## src/design/assert_macros.svh

```systemverilog
// Assertion macros shared by the flash record slot scanner RTL.
// Depends on nothing; included by the modules that carry checks.
`ifndef ASSERT_MACROS_SVH
`define ASSERT_MACROS_SVH

// Clocked property with asynchronous active-low reset disable
`define FSRS_ASSERT(name, clk, rstn, prop, msg) \
    name: assert property (@(posedge clk) disable iff (!(rstn)) (prop)) else $error(msg);

// Condition that must never hold outside reset
`define FSRS_NEVER(name, clk, rstn, cond, msg) \
    `FSRS_ASSERT(name, clk, rstn, !(cond), msg)

`endif

```

## src/design/fsrs_pkg.sv

```systemverilog
// Types, constants and the CRC byte step of the flash record slot scanner.
// Depends on nothing; used by every module of the block.
`default_nettype none

package fsrs_pkg;

    // Widths fixed by the transfer formats and register map
    localparam int NEED_W      = 12;
    localparam int LEGACY_W    = 11;
    localparam int CFG_INDEX_W = 1;
    localparam int CFG_DATA_W  = 32;
    localparam int HDR_BYTES   = 16;

    localparam logic [31:0] CRC_POLY         = 32'hEDB8_8320;
    localparam logic [31:0] CRC_INIT         = 32'hFFFF_FFFF;
    localparam logic [31:0] MAGIC_RESET      = 32'h5631_4346;
    localparam logic [LEGACY_W-1:0] LEGACY_LEN_RESET = 11'd1418;
    localparam logic [NEED_W-1:0]   CURRENT_EXTRA    = 12'd16;
    localparam logic [15:0] VER_LEGACY       = 16'h0012;
    localparam logic [15:0] VER_CURRENT      = 16'h0013;
    localparam logic [7:0]  ERASED_BYTE      = 8'hFF;

    // Configuration register indexes
    localparam logic [CFG_INDEX_W-1:0] REG_RECORD_MAGIC = 1'd0;
    localparam logic [CFG_INDEX_W-1:0] REG_LEGACY_LEN   = 1'd1;

    // Boot status codes
    localparam logic [1:0] BOOT_VALID   = 2'd0;
    localparam logic [1:0] BOOT_VIRGIN  = 2'd1;
    localparam logic [1:0] BOOT_CORRUPT = 2'd2;

    typedef struct packed {
        logic [7:0] data_byte;
        logic       page_end;
        logic       scan_end;
    } in_item_t;

    typedef struct packed {
        logic        record_found;
        logic [1:0]  best_slot;
        logic [31:0] best_sequence;
        logic        best_is_current;
        logic [3:0]  valid_mask;
        logic [1:0]  boot_status;
    } result_t;

    // Page parser to slot tracker
    typedef struct packed {
        logic        done;
        logic        ok;
        logic [31:0] sequence_no;
        logic        is_current;
        logic        byte_not_erased;
    } page_status_t;

    // One byte of reflected CRC-32, unrolled over eight bit steps
    function automatic logic [31:0] crc_byte(input logic [31:0] crc_in,
                                             input logic [7:0]  data);
        logic [31:0] c;
        c = crc_in ^ {24'd0, data};
        for (int k = 0; k < 8; k++) begin
            c = c[0] ? ((c >> 1) ^ CRC_POLY) : (c >> 1);
        end
        return c;
    endfunction

endpackage

`default_nettype wire

```

## src/design/fsrs_page_parser.sv

```systemverilog
// Per-page parser: byte offset, header capture, payload CRC and page verdict.
// Depends on fsrs_pkg and assert_macros.svh.
`default_nettype none
`include "assert_macros.svh"

module fsrs_page_parser #(
    parameter int PAGE_BYTES = 2048
) (
    input  wire logic                            clk,
    input  wire logic                            rst_n,
    input  wire logic                            fire,
    input  wire fsrs_pkg::in_item_t              item,
    input  wire logic                            slot_active,
    input  wire logic [31:0]                     record_magic,
    input  wire logic [fsrs_pkg::LEGACY_W-1:0]   legacy_len,
    output fsrs_pkg::page_status_t               status
);

    localparam int OFF_W = $clog2(PAGE_BYTES + 1);
    localparam int CMP_W = (OFF_W > fsrs_pkg::NEED_W + 1) ? OFF_W : fsrs_pkg::NEED_W + 1;

    logic [OFF_W-1:0] offset_reg,   offset_next;
    logic [31:0]      crc_reg,      crc_next;
    logic [31:0]      magic_reg,    magic_next;
    logic [15:0]      version_reg,  version_next;
    logic [15:0]      length_reg,   length_next;
    logic [31:0]      seq_reg,      seq_next;
    logic [31:0]      checksum_reg, checksum_next;

    logic                        take;
    logic                        in_hdr;
    logic                        in_payload;
    logic                        page_done;
    logic [fsrs_pkg::NEED_W-1:0] need;
    logic [CMP_W-1:0]            need_end;
    logic [31:0]                 crc_after;
    logic [OFF_W-1:0]            off_after;
    logic [4:0]                  lane_base;

    // Expected payload length for the captured version
    always_comb
    begin
        if (version_reg == fsrs_pkg::VER_CURRENT)
            need = fsrs_pkg::NEED_W'(legacy_len) + fsrs_pkg::CURRENT_EXTRA;
        else if (version_reg == fsrs_pkg::VER_LEGACY)
            need = fsrs_pkg::NEED_W'(legacy_len);
        else
            need = '0;
    end

    // Classify the byte in flight
    assign take       = fire && slot_active && (offset_reg < OFF_W'(PAGE_BYTES));
    assign in_hdr     = offset_reg < OFF_W'(fsrs_pkg::HDR_BYTES);
    assign need_end   = CMP_W'(need) + CMP_W'(fsrs_pkg::HDR_BYTES);
    assign in_payload = !in_hdr && (CMP_W'(offset_reg) < need_end);
    assign page_done  = fire && (item.page_end || item.scan_end);
    assign lane_base  = {offset_reg[1:0], 3'b000};

    assign crc_after = (take && in_payload) ? fsrs_pkg::crc_byte(crc_reg, item.data_byte)
                                            : crc_reg;
    assign off_after = take ? offset_reg + OFF_W'(1) : offset_reg;

    // Capture header lanes, advance offset, clear at page end
    always_comb
    begin
        magic_next    = magic_reg;
        version_next  = version_reg;
        length_next   = length_reg;
        seq_next      = seq_reg;
        checksum_next = checksum_reg;
        if (take && in_hdr)
        begin
            case (offset_reg[3:2])
                2'd0: magic_next[lane_base +: 8] = item.data_byte;
                2'd1:
                begin
                    if (offset_reg[1])
                        length_next[{offset_reg[0], 3'b000} +: 8] = item.data_byte;
                    else
                        version_next[{offset_reg[0], 3'b000} +: 8] = item.data_byte;
                end
                2'd2: seq_next[lane_base +: 8] = item.data_byte;
                2'd3: checksum_next[lane_base +: 8] = item.data_byte;
                default: magic_next = magic_reg;
            endcase
        end
        offset_next = off_after;
        crc_next    = crc_after;
        if (page_done)
        begin
            offset_next   = '0;
            crc_next      = fsrs_pkg::CRC_INIT;
            magic_next    = '0;
            version_next  = '0;
            length_next   = '0;
            seq_next      = '0;
            checksum_next = '0;
        end
    end

    // Page verdict, seen by the tracker on the closing byte
    always_comb
    begin
        status.done            = page_done;
        status.ok              = (magic_reg == record_magic) &&
                                 (need != '0) &&
                                 (length_reg == 16'(need)) &&
                                 (CMP_W'(off_after) >= need_end) &&
                                 ((crc_after ^ fsrs_pkg::CRC_INIT) == checksum_reg);
        status.sequence_no     = seq_reg;
        status.is_current      = version_reg == fsrs_pkg::VER_CURRENT;
        status.byte_not_erased = take && (item.data_byte != fsrs_pkg::ERASED_BYTE);
    end

    always_ff @(posedge clk or negedge rst_n)
    begin
        if (!rst_n)
        begin
            offset_reg   <= '0;
            crc_reg      <= fsrs_pkg::CRC_INIT;
            magic_reg    <= '0;
            version_reg  <= '0;
            length_reg   <= '0;
            seq_reg      <= '0;
            checksum_reg <= '0;
        end
        else
        begin
            offset_reg   <= offset_next;
            crc_reg      <= crc_next;
            magic_reg    <= magic_next;
            version_reg  <= version_next;
            length_reg   <= length_next;
            seq_reg      <= seq_next;
            checksum_reg <= checksum_next;
        end
    end

    `FSRS_ASSERT(a_offset_in_page, clk, rst_n, offset_reg <= OFF_W'(PAGE_BYTES), "offset ran past the page")
    `FSRS_ASSERT(a_page_end_clears, clk, rst_n, page_done |=> (offset_reg == '0 && crc_reg == fsrs_pkg::CRC_INIT), "page state not cleared after page end")

endmodule

`default_nettype wire

```

## src/design/fsrs_best_tracker.sv

```systemverilog
// Slot tracker: page index, valid mask, best record and erased flag per scan.
// Depends on fsrs_pkg and assert_macros.svh.
`default_nettype none
`include "assert_macros.svh"

module fsrs_best_tracker #(
    parameter int PAGE_COUNT = 4
) (
    input  wire logic                   clk,
    input  wire logic                   rst_n,
    input  wire logic                   fire,
    input  wire logic                   scan_end,
    input  wire fsrs_pkg::page_status_t status,
    output logic                        slot_active,
    output fsrs_pkg::result_t           result
);

    localparam int SLOT_W = $clog2(PAGE_COUNT + 1);

    logic [SLOT_W-1:0]     slot_reg,    slot_next,    slot_upd;
    logic [PAGE_COUNT-1:0] valid_reg,   valid_next,   valid_upd;
    logic                  found_reg,   found_next,   found_upd;
    logic [SLOT_W-1:0]     best_reg,    best_next,    best_upd;
    logic [31:0]           bseq_reg,    bseq_next,    bseq_upd;
    logic                  current_reg, current_next, current_upd;
    logic                  erased_reg,  erased_next,  erased_upd;
    logic [3:0]            mask_out;

    assign slot_active = slot_reg < SLOT_W'(PAGE_COUNT);

    // Fold the closing page, and the erased check of each byte, into the scan summary
    always_comb
    begin
        slot_upd    = slot_reg;
        valid_upd   = valid_reg;
        found_upd   = found_reg;
        best_upd    = best_reg;
        bseq_upd    = bseq_reg;
        current_upd = current_reg;
        erased_upd  = erased_reg && !status.byte_not_erased;
        if (status.done && slot_active)
        begin
            if (status.ok)
            begin
                valid_upd = valid_reg | (PAGE_COUNT'(1) << slot_reg);
                if (!found_reg || (status.sequence_no > bseq_reg))
                begin
                    found_upd   = 1'b1;
                    best_upd    = slot_reg;
                    bseq_upd    = status.sequence_no;
                    current_upd = status.is_current;
                end
            end
            slot_upd = slot_reg + SLOT_W'(1);
        end
    end

    // Low four pages of the mask reach the result
    for (genvar i = 0; i < 4; i++)
    begin : g_mask
        if (i < PAGE_COUNT)
        begin : g_bit
            assign mask_out[i] = valid_upd[i];
        end
        else
        begin : g_pad
            assign mask_out[i] = 1'b0;
        end
    end

    // Result of a scan, taken by the output register on scan end
    always_comb
    begin
        result.record_found    = found_upd;
        result.best_slot       = found_upd ? best_upd[1:0] : 2'd0;
        result.best_sequence   = found_upd ? bseq_upd : 32'd0;
        result.best_is_current = found_upd && current_upd;
        result.valid_mask      = mask_out;
        if (found_upd)
            result.boot_status = fsrs_pkg::BOOT_VALID;
        else if (erased_upd)
            result.boot_status = fsrs_pkg::BOOT_VIRGIN;
        else
            result.boot_status = fsrs_pkg::BOOT_CORRUPT;
    end

    // Drop the summary once the scan closes
    always_comb
    begin
        slot_next    = slot_upd;
        valid_next   = valid_upd;
        found_next   = found_upd;
        best_next    = best_upd;
        bseq_next    = bseq_upd;
        current_next = current_upd;
        erased_next  = erased_upd;
        if (fire && scan_end)
        begin
            slot_next    = '0;
            valid_next   = '0;
            found_next   = 1'b0;
            best_next    = '0;
            bseq_next    = '0;
            current_next = 1'b0;
            erased_next  = 1'b1;
        end
    end

    always_ff @(posedge clk or negedge rst_n)
    begin
        if (!rst_n)
        begin
            slot_reg    <= '0;
            valid_reg   <= '0;
            found_reg   <= 1'b0;
            best_reg    <= '0;
            bseq_reg    <= '0;
            current_reg <= 1'b0;
            erased_reg  <= 1'b1;
        end
        else
        begin
            slot_reg    <= slot_next;
            valid_reg   <= valid_next;
            found_reg   <= found_next;
            best_reg    <= best_next;
            bseq_reg    <= bseq_next;
            current_reg <= current_next;
            erased_reg  <= erased_next;
        end
    end

    `FSRS_ASSERT(a_found_matches_mask, clk, rst_n, found_reg == (valid_reg != '0), "best record flag disagrees with valid mask")
    `FSRS_NEVER(a_found_not_erased, clk, rst_n, found_reg && erased_reg, "valid record seen on an all-erased scan")

endmodule

`default_nettype wire

```

## src/design/flash_record_slot_scanner.sv

```systemverilog
// Flash record slot scanner, top level: input register, config registers,
// page parser, slot tracker and result register. Depends on fsrs_pkg,
// fsrs_page_parser, fsrs_best_tracker and assert_macros.svh.
//
// Usage:
//   in_*  : one page byte per transfer, page_end on the last byte of a page,
//           scan_end on the last byte of the scan (it also closes the page).
//   out_* : one result transfer per scan, carrying the best page, its
//           sequence and format, the valid mask and the boot status.
//   cfg_* : register writes, taken on any edge with cfg_we high; write only
//           while no scan byte is in flight.
//   Throughput is one byte per cycle while in_stall is low: the CRC byte step
//   and header capture sit between the input register and the page state registers.
//   out_valid rises when the result register loads from the scan_end byte
//   as it leaves the input register.
//   A stalled result is held; bytes keep flowing, and only a following
//   scan_end byte waits in the input register (in_stall) until the result
//   is taken.
//   Reset clears scan state and loads the default magic and legacy length.
`default_nettype none
`include "assert_macros.svh"

module flash_record_slot_scanner #(
    parameter int PAGE_COUNT = 4,
    parameter int PAGE_BYTES = 2048
) (
    input  wire logic                                clk,
    input  wire logic                                rst_n,
    input  wire logic                                in_valid,
    output logic                                     in_stall,
    input  wire fsrs_pkg::in_item_t                  in_data,
    output logic                                     out_valid,
    input  wire logic                                out_stall,
    output fsrs_pkg::result_t                        out_data,
    input  wire logic                                cfg_we,
    input  wire logic [fsrs_pkg::CFG_INDEX_W-1:0]    cfg_index,
    input  wire logic [fsrs_pkg::CFG_DATA_W-1:0]     cfg_data
);

    logic [31:0]                   magic_reg,  magic_next;
    logic [fsrs_pkg::LEGACY_W-1:0] legacy_reg, legacy_next;

    fsrs_pkg::in_item_t item_reg;
    logic               item_valid_reg, item_valid_next;
    fsrs_pkg::result_t  result_reg;
    logic               out_valid_reg, out_valid_next;

    logic                   advance;
    logic                   fire;
    logic                   in_take;
    logic                   result_load;
    logic                   slot_active;
    fsrs_pkg::page_status_t page_status;
    fsrs_pkg::result_t      scan_result;

    // Configuration writes
    always_comb
    begin
        magic_next  = magic_reg;
        legacy_next = legacy_reg;
        if (cfg_we)
        begin
            case (cfg_index)
                fsrs_pkg::REG_RECORD_MAGIC: magic_next  = cfg_data;
                fsrs_pkg::REG_LEGACY_LEN:   legacy_next = cfg_data[fsrs_pkg::LEGACY_W-1:0];
                default:                    magic_next  = magic_reg;
            endcase
        end
    end

    always_ff @(posedge clk or negedge rst_n)
    begin
        if (!rst_n)
        begin
            magic_reg  <= fsrs_pkg::MAGIC_RESET;
            legacy_reg <= fsrs_pkg::LEGACY_LEN_RESET;
        end
        else
        begin
            magic_reg  <= magic_next;
            legacy_reg <= legacy_next;
        end
    end

    // Input register: a held byte advances unless it closes a scan and the
    // result register is still blocked
    assign advance     = !item_reg.scan_end || !out_valid_reg || !out_stall;
    assign fire        = item_valid_reg && advance;
    assign in_stall    = item_valid_reg && !advance;
    assign in_take     = in_valid && !in_stall;
    assign result_load = fire && item_reg.scan_end;

    assign item_valid_next = in_take || (item_valid_reg && !advance);

    always_ff @(posedge clk or negedge rst_n)
    begin
        if (!rst_n)
            item_valid_reg <= 1'b0;
        else
            item_valid_reg <= item_valid_next;
    end

    always_ff @(posedge clk)
    begin
        if (in_take)
            item_reg <= in_data;
    end

    fsrs_page_parser #(
        .PAGE_BYTES (PAGE_BYTES)
    ) u_parser (
        .clk          (clk),
        .rst_n        (rst_n),
        .fire         (fire),
        .item         (item_reg),
        .slot_active  (slot_active),
        .record_magic (magic_reg),
        .legacy_len   (legacy_reg),
        .status       (page_status)
    );

    fsrs_best_tracker #(
        .PAGE_COUNT (PAGE_COUNT)
    ) u_tracker (
        .clk         (clk),
        .rst_n       (rst_n),
        .fire        (fire),
        .scan_end    (item_reg.scan_end),
        .status      (page_status),
        .slot_active (slot_active),
        .result      (scan_result)
    );

    // Result register: load on scan end, hold while stalled
    assign out_valid_next = result_load || (out_valid_reg && out_stall);

    always_ff @(posedge clk or negedge rst_n)
    begin
        if (!rst_n)
            out_valid_reg <= 1'b0;
        else
            out_valid_reg <= out_valid_next;
    end

    always_ff @(posedge clk)
    begin
        if (result_load)
            result_reg <= scan_result;
    end

    assign out_valid = out_valid_reg;
    assign out_data  = result_reg;

    `FSRS_NEVER(a_no_result_overwrite, clk, rst_n, result_load && out_valid_reg && out_stall, "pending result overwritten")
    `FSRS_ASSERT(a_stall_needs_item, clk, rst_n, in_stall |-> (item_valid_reg && item_reg.scan_end), "input stalled without a blocked scan end")
    `FSRS_ASSERT(a_result_source, clk, rst_n, $rose(out_valid_reg) |-> $past(result_load), "result appeared without a scan end transfer")

endmodule

`default_nettype wire
```

## config.mk

```make
export PLATFORM = sky130hd
export DESIGN_NAME = flash_record_slot_scanner
export DESIGN_NICKNAME = d
export VERILOG_FILES = /design/src/design/fsrs_pkg.sv /design/src/design/fsrs_page_parser.sv /design/src/design/fsrs_best_tracker.sv /design/src/design/flash_record_slot_scanner.sv
export VERILOG_INCLUDE_DIRS = /design/src /design/src/design
export SDC_FILE = /design/constraint.sdc
export NUM_CORES = 1
export LEC_CHECK = 0
export BUFFER_PORTS_ARGS = -buffer_cell sky130_fd_sc_hd__buf_2
export CORE_AREA = 2 2 261 263
export DETAILED_ROUTE_END_ITERATION = 7
export DIE_AREA = 0 0 263 265
export GPL_TIMING_DRIVEN = 0
export PLACE_DENSITY = 0.49
export SLEW_MARGIN = 20
export SYNTH_ARGS = -nofsm -noshare
export SYNTH_HDL_FRONTEND = slang
export SYNTH_SLANG_ARGS = --single-unit
```

## constraint.sdc

```tcl
create_clock -name clk -period 8.7 [get_ports clk]
set_input_delay 0.435 -clock clk [delete_from_list [all_inputs] [get_ports clk]]
set_output_delay 0.435 -clock clk [all_outputs]
set_load 0.005 [all_outputs]
```

### Yosys cells after proc, flatten, opt, wreduce, memory -nomap -nowiden

Index checks and enable logic that the tools add are counted.
W data, S select, Z words.

* bits in registers: 313
* bits in latches: 0
* memory bits (writable): 0
* bits in read-only memories: 0
* input port bits: 48
* output and inout bits: 44
* word-level logic and storage cells: 174
* memories: 0

* $add $sub $neg: 6
* multipliers: 0
* div/mod/pow operators: 0
* order comparisons: 6
* eq/ne operators: 10
* shift-type cells: 5
* mux-type cells: 59
* bitwise logic cells: 12
* reductions and logical operators: 49

Operator list (number)
* $mux W32: 23
* $mux W16: 8
* $not A13 Y14: 8
* $bwmux W32: 3
* $eq A32 B32 Y1: 2
* $mux W12: 3
* $bwmux W16: 2
* $eq A16 B5 Y1 const B: 2
* $gt A32 B32 Y1: 1
* $not A32 Y32: 1
* $shift A8 B7 Y32 const A: 1
* $shiftx A8 B7 Y32: 1
* $xor A32 B8 Y32: 1
* $logic_and A1 B1 Y1: 19
* $eq A16 B12 Y1: 1
* $shift A8 B6 Y16 const A: 1
* $shiftx A8 B6 Y16: 1
* $reduce_bool A2 Y1: 7
* $add A12 B5 Y13 const B: 1
* $ge A12 B13 Y1: 1
* $lt A12 B13 Y1: 1
* $add A11 B5 Y12 const B: 1
* $add A12 B1 Y12 const B: 1
* $lt A12 B12 Y1 const B: 1
* 23 further kinds: 56

### Logic depth before layout (Yosys ltp)

* depth in word-level cells: 24
* gate-level depth with buffers: 25
* gate-level depth less buffers: 20

### Hierarchy

From an unflattened synthesis, not the netlist that was laid out.

* cell total of the unflattened synthesis: 1739
* area, all modules: 17032.6 µm²

By module, submodules not included
* fsrs_page_parser: instances 1, cells an instance 1224, area an instance 10426.2 µm², sequential area each 4344.2 µm²
* flash_record_slot_scanner: instances 1, cells an instance 157, area an instance 3452.1 µm², sequential area each 2710.1 µm²
* fsrs_best_tracker: instances 1, cells an instance 358, area an instance 3154.3 µm², sequential area each 1102.3 µm²

### Least setup slack after synthesis

Ideal clock, no wire load.

* path kind: register to register
* start point: reg u_parser.version_reg[10]
* end point: reg result_reg (netlist bit out_data[6]) (data pin)
* library setup time: 0.144 ns
* data arrival time: 5.515 ns
* required time: 8.556 ns
* path slack: 3.040 ns
* cell stages (with the launch flop): 25
* buffers on the path: 4
* clock period less this slack: 5.660 ns
* cells stage by stage: dfrtp_1 nor4b_1 and4_1 buf_2 clkbuf_1 and2_1 ha_1 inv_1 nor3_1 xnor2_1 nand2_1 ha_1 and4_1 o2111ai_1 a31o_2 a41oi_1 a221oi_4 buf_6 mux2i_1 xnor2_1 nand4_1 or4_1 buf_2 or4_1 o21ai_1

RTL lines
* from (decl): line fsrs_page_parser.sv:25 `logic [15:0] version_reg, version_next;`
* from (signal assigned): line fsrs_page_parser.sv:132 `version_reg <= version_next;`
* to (signal assigned): line flash_record_slot_scanner.sv:148 `result_reg <= scan_result;`
* to (decl): line flash_record_slot_scanner.sv:45 `fsrs_pkg::result_t result_reg;`

### Worst setup path after layout

* start point: reg u_parser.version_reg[10]
* end point: reg result_reg (netlist bit out_data[29]) (data pin)

* longest elaborated chain between the ends: 13
* elaborated cells between the ends (all ways): 22
* classes of those cells: add/sub: 1; order compare: 2; eq/ne: 4; mux: 7; bitwise: 1; reduce/logical: 7

Ends and longest elaborated chain
* $eq A16 B5 Y1: line fsrs_page_parser.sv:45 `else if (version_reg == fsrs_pkg::VER_LEGACY)`
* $mux W11: line fsrs_page_parser.sv:45
* $mux W12 (*): line fsrs_page_parser.sv:43 `if (version_reg == fsrs_pkg::VER_CURRENT)`
* $add A12 B5 Y13: line fsrs_page_parser.sv:54 `assign need_end = CMP_W'(need) + CMP_W'(fsrs_pkg::HDR_BYTES);`
* $lt A12 B13 Y1: line fsrs_page_parser.sv:55 `assign in_payload = !in_hdr && (CMP_W'(offset_reg) < need_end);`
* $logic_and A1 B1 Y1: line fsrs_page_parser.sv:55
* $logic_and A1 B1 Y1: line fsrs_page_parser.sv:59 `assign crc_after = (take && in_payload) ? fsrs_pkg::crc_byte(crc_reg, item.data_byte)`
* $mux W32: line fsrs_page_parser.sv:59
* $not A32 Y32 (no source line)
* $eq A32 B32 Y1: line fsrs_page_parser.sv:109 `((crc_after ^ fsrs_pkg::CRC_INIT) == checksum_reg);`
* $logic_and A1 B1 Y1 (*): line fsrs_page_parser.sv:108 `(CMP_W'(off_after) >= need_end) &&`
* $mux W32 or $mux W1 (tied branches): line fsrs_best_tracker.sv:43 `if (status.ok)`
* $mux W32 or $mux W1 (tied branches): line fsrs_best_tracker.sv:41 `if (status.done && slot_active)`

Mark *: on every way between the ends. The rest lies on a longest branch, timed or not.
A chain may end at the register's enable or synchronous reset.

==> flow_metrics.py <==
metrics = {
    "clocking": {
        "clock-sinks": 313,
        "cts_tree": "built",
        "cts_resized": 0,
        "clk_latency_ns": 0.57,
        "cts_made_buffers": 38,
        "clockBufferDepth": 3,
        "clk_pin_slew_ns": 0.06,
        "cts-root-buf": "clkbuf_16",
        "ctsHoldBuffers": 1,
        "post_cts_buffers": 0,
        "htree_levels": 2,
    },
    "sta": {
        "fin_ws_ns": 1.23,
        "min_period_over_period": 0.859,
        "period_needed_ns": 7.47,
        "report.final.slew_viol_count": 0,
        "fin_setup_tns_ns": 0,
        "max_freq_ghz": 0.134,
        "rsz0062_at_grt": "false",
        "tightest_slew_ns": 1.05,
        "slew_headroom": 0.291,
        "finalSetupViolations": 0,
        "hold_violations": 0,
        "finalClockSkew_ns": 0.0266,
    },
    "drt": {
        "wl_um": 50600,
        "viasPerCell": 4.76,
        "post_drt_wl_per_cell_um": 19.4,
        "drc": 0,
        "met2_length_um": 24700,
        "top_layer": "met4",
        "wl_met3_um": 1950,
        "wl_met1_um": 23000,
        "drtPass1Iterations": 5,
        "drtAntennaViolNets": 0,
        "drt_iter0_markers": 781,
        "num_vias": 12400,
    },
    "setup_path": {
        "arrival_ns": 7.77,
        "slowest_delay_ns": 0.87,
        "worst_setup_path_start_kind": "register",
        "worstSetupPathType": "reg2reg",
        "worst_path_max_delay_cell": "nor4_1",
        "crit_required_ns": 9.00,
        "path_max_fanout": 10,
        "endpoint_kind": "register",
        "cp_cell_sequence": "nor4b_1 > and4_1 > buf_2 > clkbuf_1 > and2_1 > ha_1 > inv_1 > nor3_1 > xnor2_1 > nand2_1 > ha_1 > and4_1 > o2111ai_1 > a31o_2 > a41oi_1 > a221oi_4 > buf_6 > mux2i_1 > xnor2_1 > nand2_1 > nor4_1 > a31oi_1 > clkbuf_1 > a22o_1",
    },
    "cells_and_area": {
        "largest_reg_flops": 42,
        "insertedDiodeCount": 0,
        "drive_above_1_share": 0.174,
        "fin_util": 0.291,
        "finalNetCount": 1814,
        "final.fill_count": 6956,
        "area_growth_pct": 17.7,
        "final_common_cell": "nand2_1",
        "layout_common_cells": "nand2_1, dfrtp_1, o21ai_0",
    },
    "floorplan": {
        "die_height_um": 265,
        "initial_core_util": 0.248,
        "dieArea_mm2": 0.0697,
        "die_width_um": 263,
        "num_io_pins": 92,
        "rows": 95,
        "core_area_mm2": 0.0668,
    },
    "pwr": {
        "p_sw_uw": 1430,
        "netSwitchingFraction": 0.329,
        "p_int_uw": 2920,
        "pwr-share-comb": 0.226,
        "seq_power_share": 0.399,
        "clockPowerShare": 0.375,
        "cellPowerDensity_mw_per_mm2": 224,
        "ir_drop_v": 0.000122,
        "leakagePower_uw": 0.00778,
    },
    "synth": {
        "avgSynthCellArea_um2": 10.6,
        "netlist_area_mm2": 0.0165,
        "syn_nets": 1679,
        "synth_warnings": 0,
        "ys_ff_latch": 313,
        "synthCells": 1566,
        "yosysTopAreaCellShare": 0.318,
        "ys_seq_area_frac": 0.493,
        "ys.flop_type": "dfrtp_1",
        "synth_area_leaders": "dfrtp_1, edfxtp_1, dfstp_2",
        "synth_edf_count": 52,
        "yosysUniqueCellTypes": 76,
        "synth_top_area_cell": "dfrtp_1",
        "async_flop_share": 0.834,
    },
    "grt": {
        "grt.total_usage": 0.146,
        "grt_pass1_wl_um": 78500,
        "grt_max_degree": 95,
        "antenna_found_initial": 1,
        "grt_pass1_vias": 12600,
        "overflow": 0,
    },
    "worst_hold_path": {
        "holdCritPathClass": "in2reg",
    },
    "outcome": {
        "status": "finished clean",
    },
    "placed_design": {
        "post-place-ws_ns": 1.26,
        "hpwl_um": 37800,
        "globalplace.congestion": 0.862,
        "io_buffers": 91,
    },
    "run": {
        "maxCapViolations": 0,
    },
}
-- final timing paths --
check | startpoint | to | slack (ns) | cells after the start
min in group asynchronous | rst_n | legacy_reg[9]$_DFFE_PN0P_ | 0.51 | 2
hold reg to reg | u_tracker.erased_reg$_DFF_PN1_ | u_tracker.erased_reg$_DFF_PN1_ | 0.49 | 2
setup reg to reg | u_parser.version_reg[10]$_DFFE_PN0P_ | out_data[29]$_SDFFCE_PN0P_ | 1.23 | 24
hold / removal | in_data[6] | item_reg[6]$_DFFE_PP_ | 0.06 | 1
setup / recovery | u_parser.version_reg[10]$_DFFE_PN0P_ | out_data[29]$_SDFFCE_PN0P_ | 1.23 | 24
max in group asynchronous | rst_n | u_tracker.erased_reg$_DFF_PN1_ | 6.79 | 4
-- logic make-up (layout without fill, tap and decap cells) --
| logic type | count (synthesis) | after routing | share of synthesized area |
|---|---|---|---|
| muxes | 98 | 98 | 0.0628 |
| and+or+nand+nor | 454 | 454 | 0.133 |
| xor gates and xnor gates | 161 | 161 | 0.0976 |
| buffers and inverters | 139 | 304 | 0.0349 |
| adders and majority gates | 66 | 66 | 0.0498 |
| AOI/OAI and AO/OA | 335 | 335 | 0.129 |
| DFF | 313 | 313 | 0.493 |
-- power by group through the flow --
stage | Clock (uW) | Sequential [uW] | Combinational (uW)
after global routing | 1740 | 1760 | 1090
after floorplan | 0 | 1720 | 652
after detailed placement | 0 | 1770 | 979
after global placement | 0 | 1760 | 960
final | 1630 | 1740 | 984
after CTS | 1680 | 1740 | 983
-- cell usage after synthesis (3+ instances only) --
master,count
nand3_1,15
a31oi_1,5
mux2i_1,52
nor4_1,13
a2111oi_0,3
clkbuf_1,53
dfrtp_1,210
o211ai_1,3
o31ai_1,36
nor2_1,59
and2_1,28
nor3_1,11
o21ai_1,15
mux2_2,45
a21o_1,9
nor4b_1,3
inv_1,53
or3_1,8
xnor2_4,5
buf_2,15
ha_1,65
o2111ai_1,4
nand2_1,212
nand4_1,63
o21a_1,5
and4_1,5
a21oi_1,67
buf_6,4
xor2_2,3
buf_1,12
nand2b_1,6
a22o_1,35
xor2_1,38
xnor2_2,4
edfxtp_1,52
a31o_2,5
nor2b_1,6
dfstp_2,51
xnor2_1,107
and3_1,3
or4_1,8
o21ai_0,124
-- layout make-up --
cell class,count,area (um^2),share of cell area
sequential,313,8160,0.419
clock inverter,18,220,0.0113
clock buffer,52,1060,0.0547
buffer,86,383,0.0197
tap,873,1090,0.0561
multi-input combinational,1114,7820,0.401
timing repair buffer,95,538,0.0276
inverter,53,199,0.0102
-- routing by layer --
| layer | global-route usage | vias up |
|---|---|---|
| met5 | 0 | - |
| met4 | 0.0354 | 0 |
| met3 | 0.0253 | 69 |
| met2 | 0.246 | 262 |
| met1 | 0.194 | 6213 |
| li1 | - | 5862 |
-- worst max-delay path: cells and delay by family, from the launching register on --
family / cells / cell delay [ns]
flip-flops: 1 / 0.38
AO/OA/AOI/OAI: 6 / 1.63
buffers and inverters: 5 / 1.32
XOR/XNOR: 2 / 0.31
multiplexers: 1 / 0.40
adder cells (fa/ha/maj): 2 / 0.54
AND/OR/NAND/NOR: 8 / 2.65
-- metrics by stage --
step           cell area (um^2)  instances  power, uW  hold WS (ns)
4_1_cts                   19500       2604       4400        0.0297
6_report                  19500       2604       4360        0.0586
3_5_place_dp              18200       2533       2740         0.474
5_1_grt                   19500       2604       4590        0.0299
3_3_place_gp              18100       2530       2720         0.473
2_1_floorplan             16500       1566       2370         0.139
No activity file was read; power rests on OpenSTA's default activity.
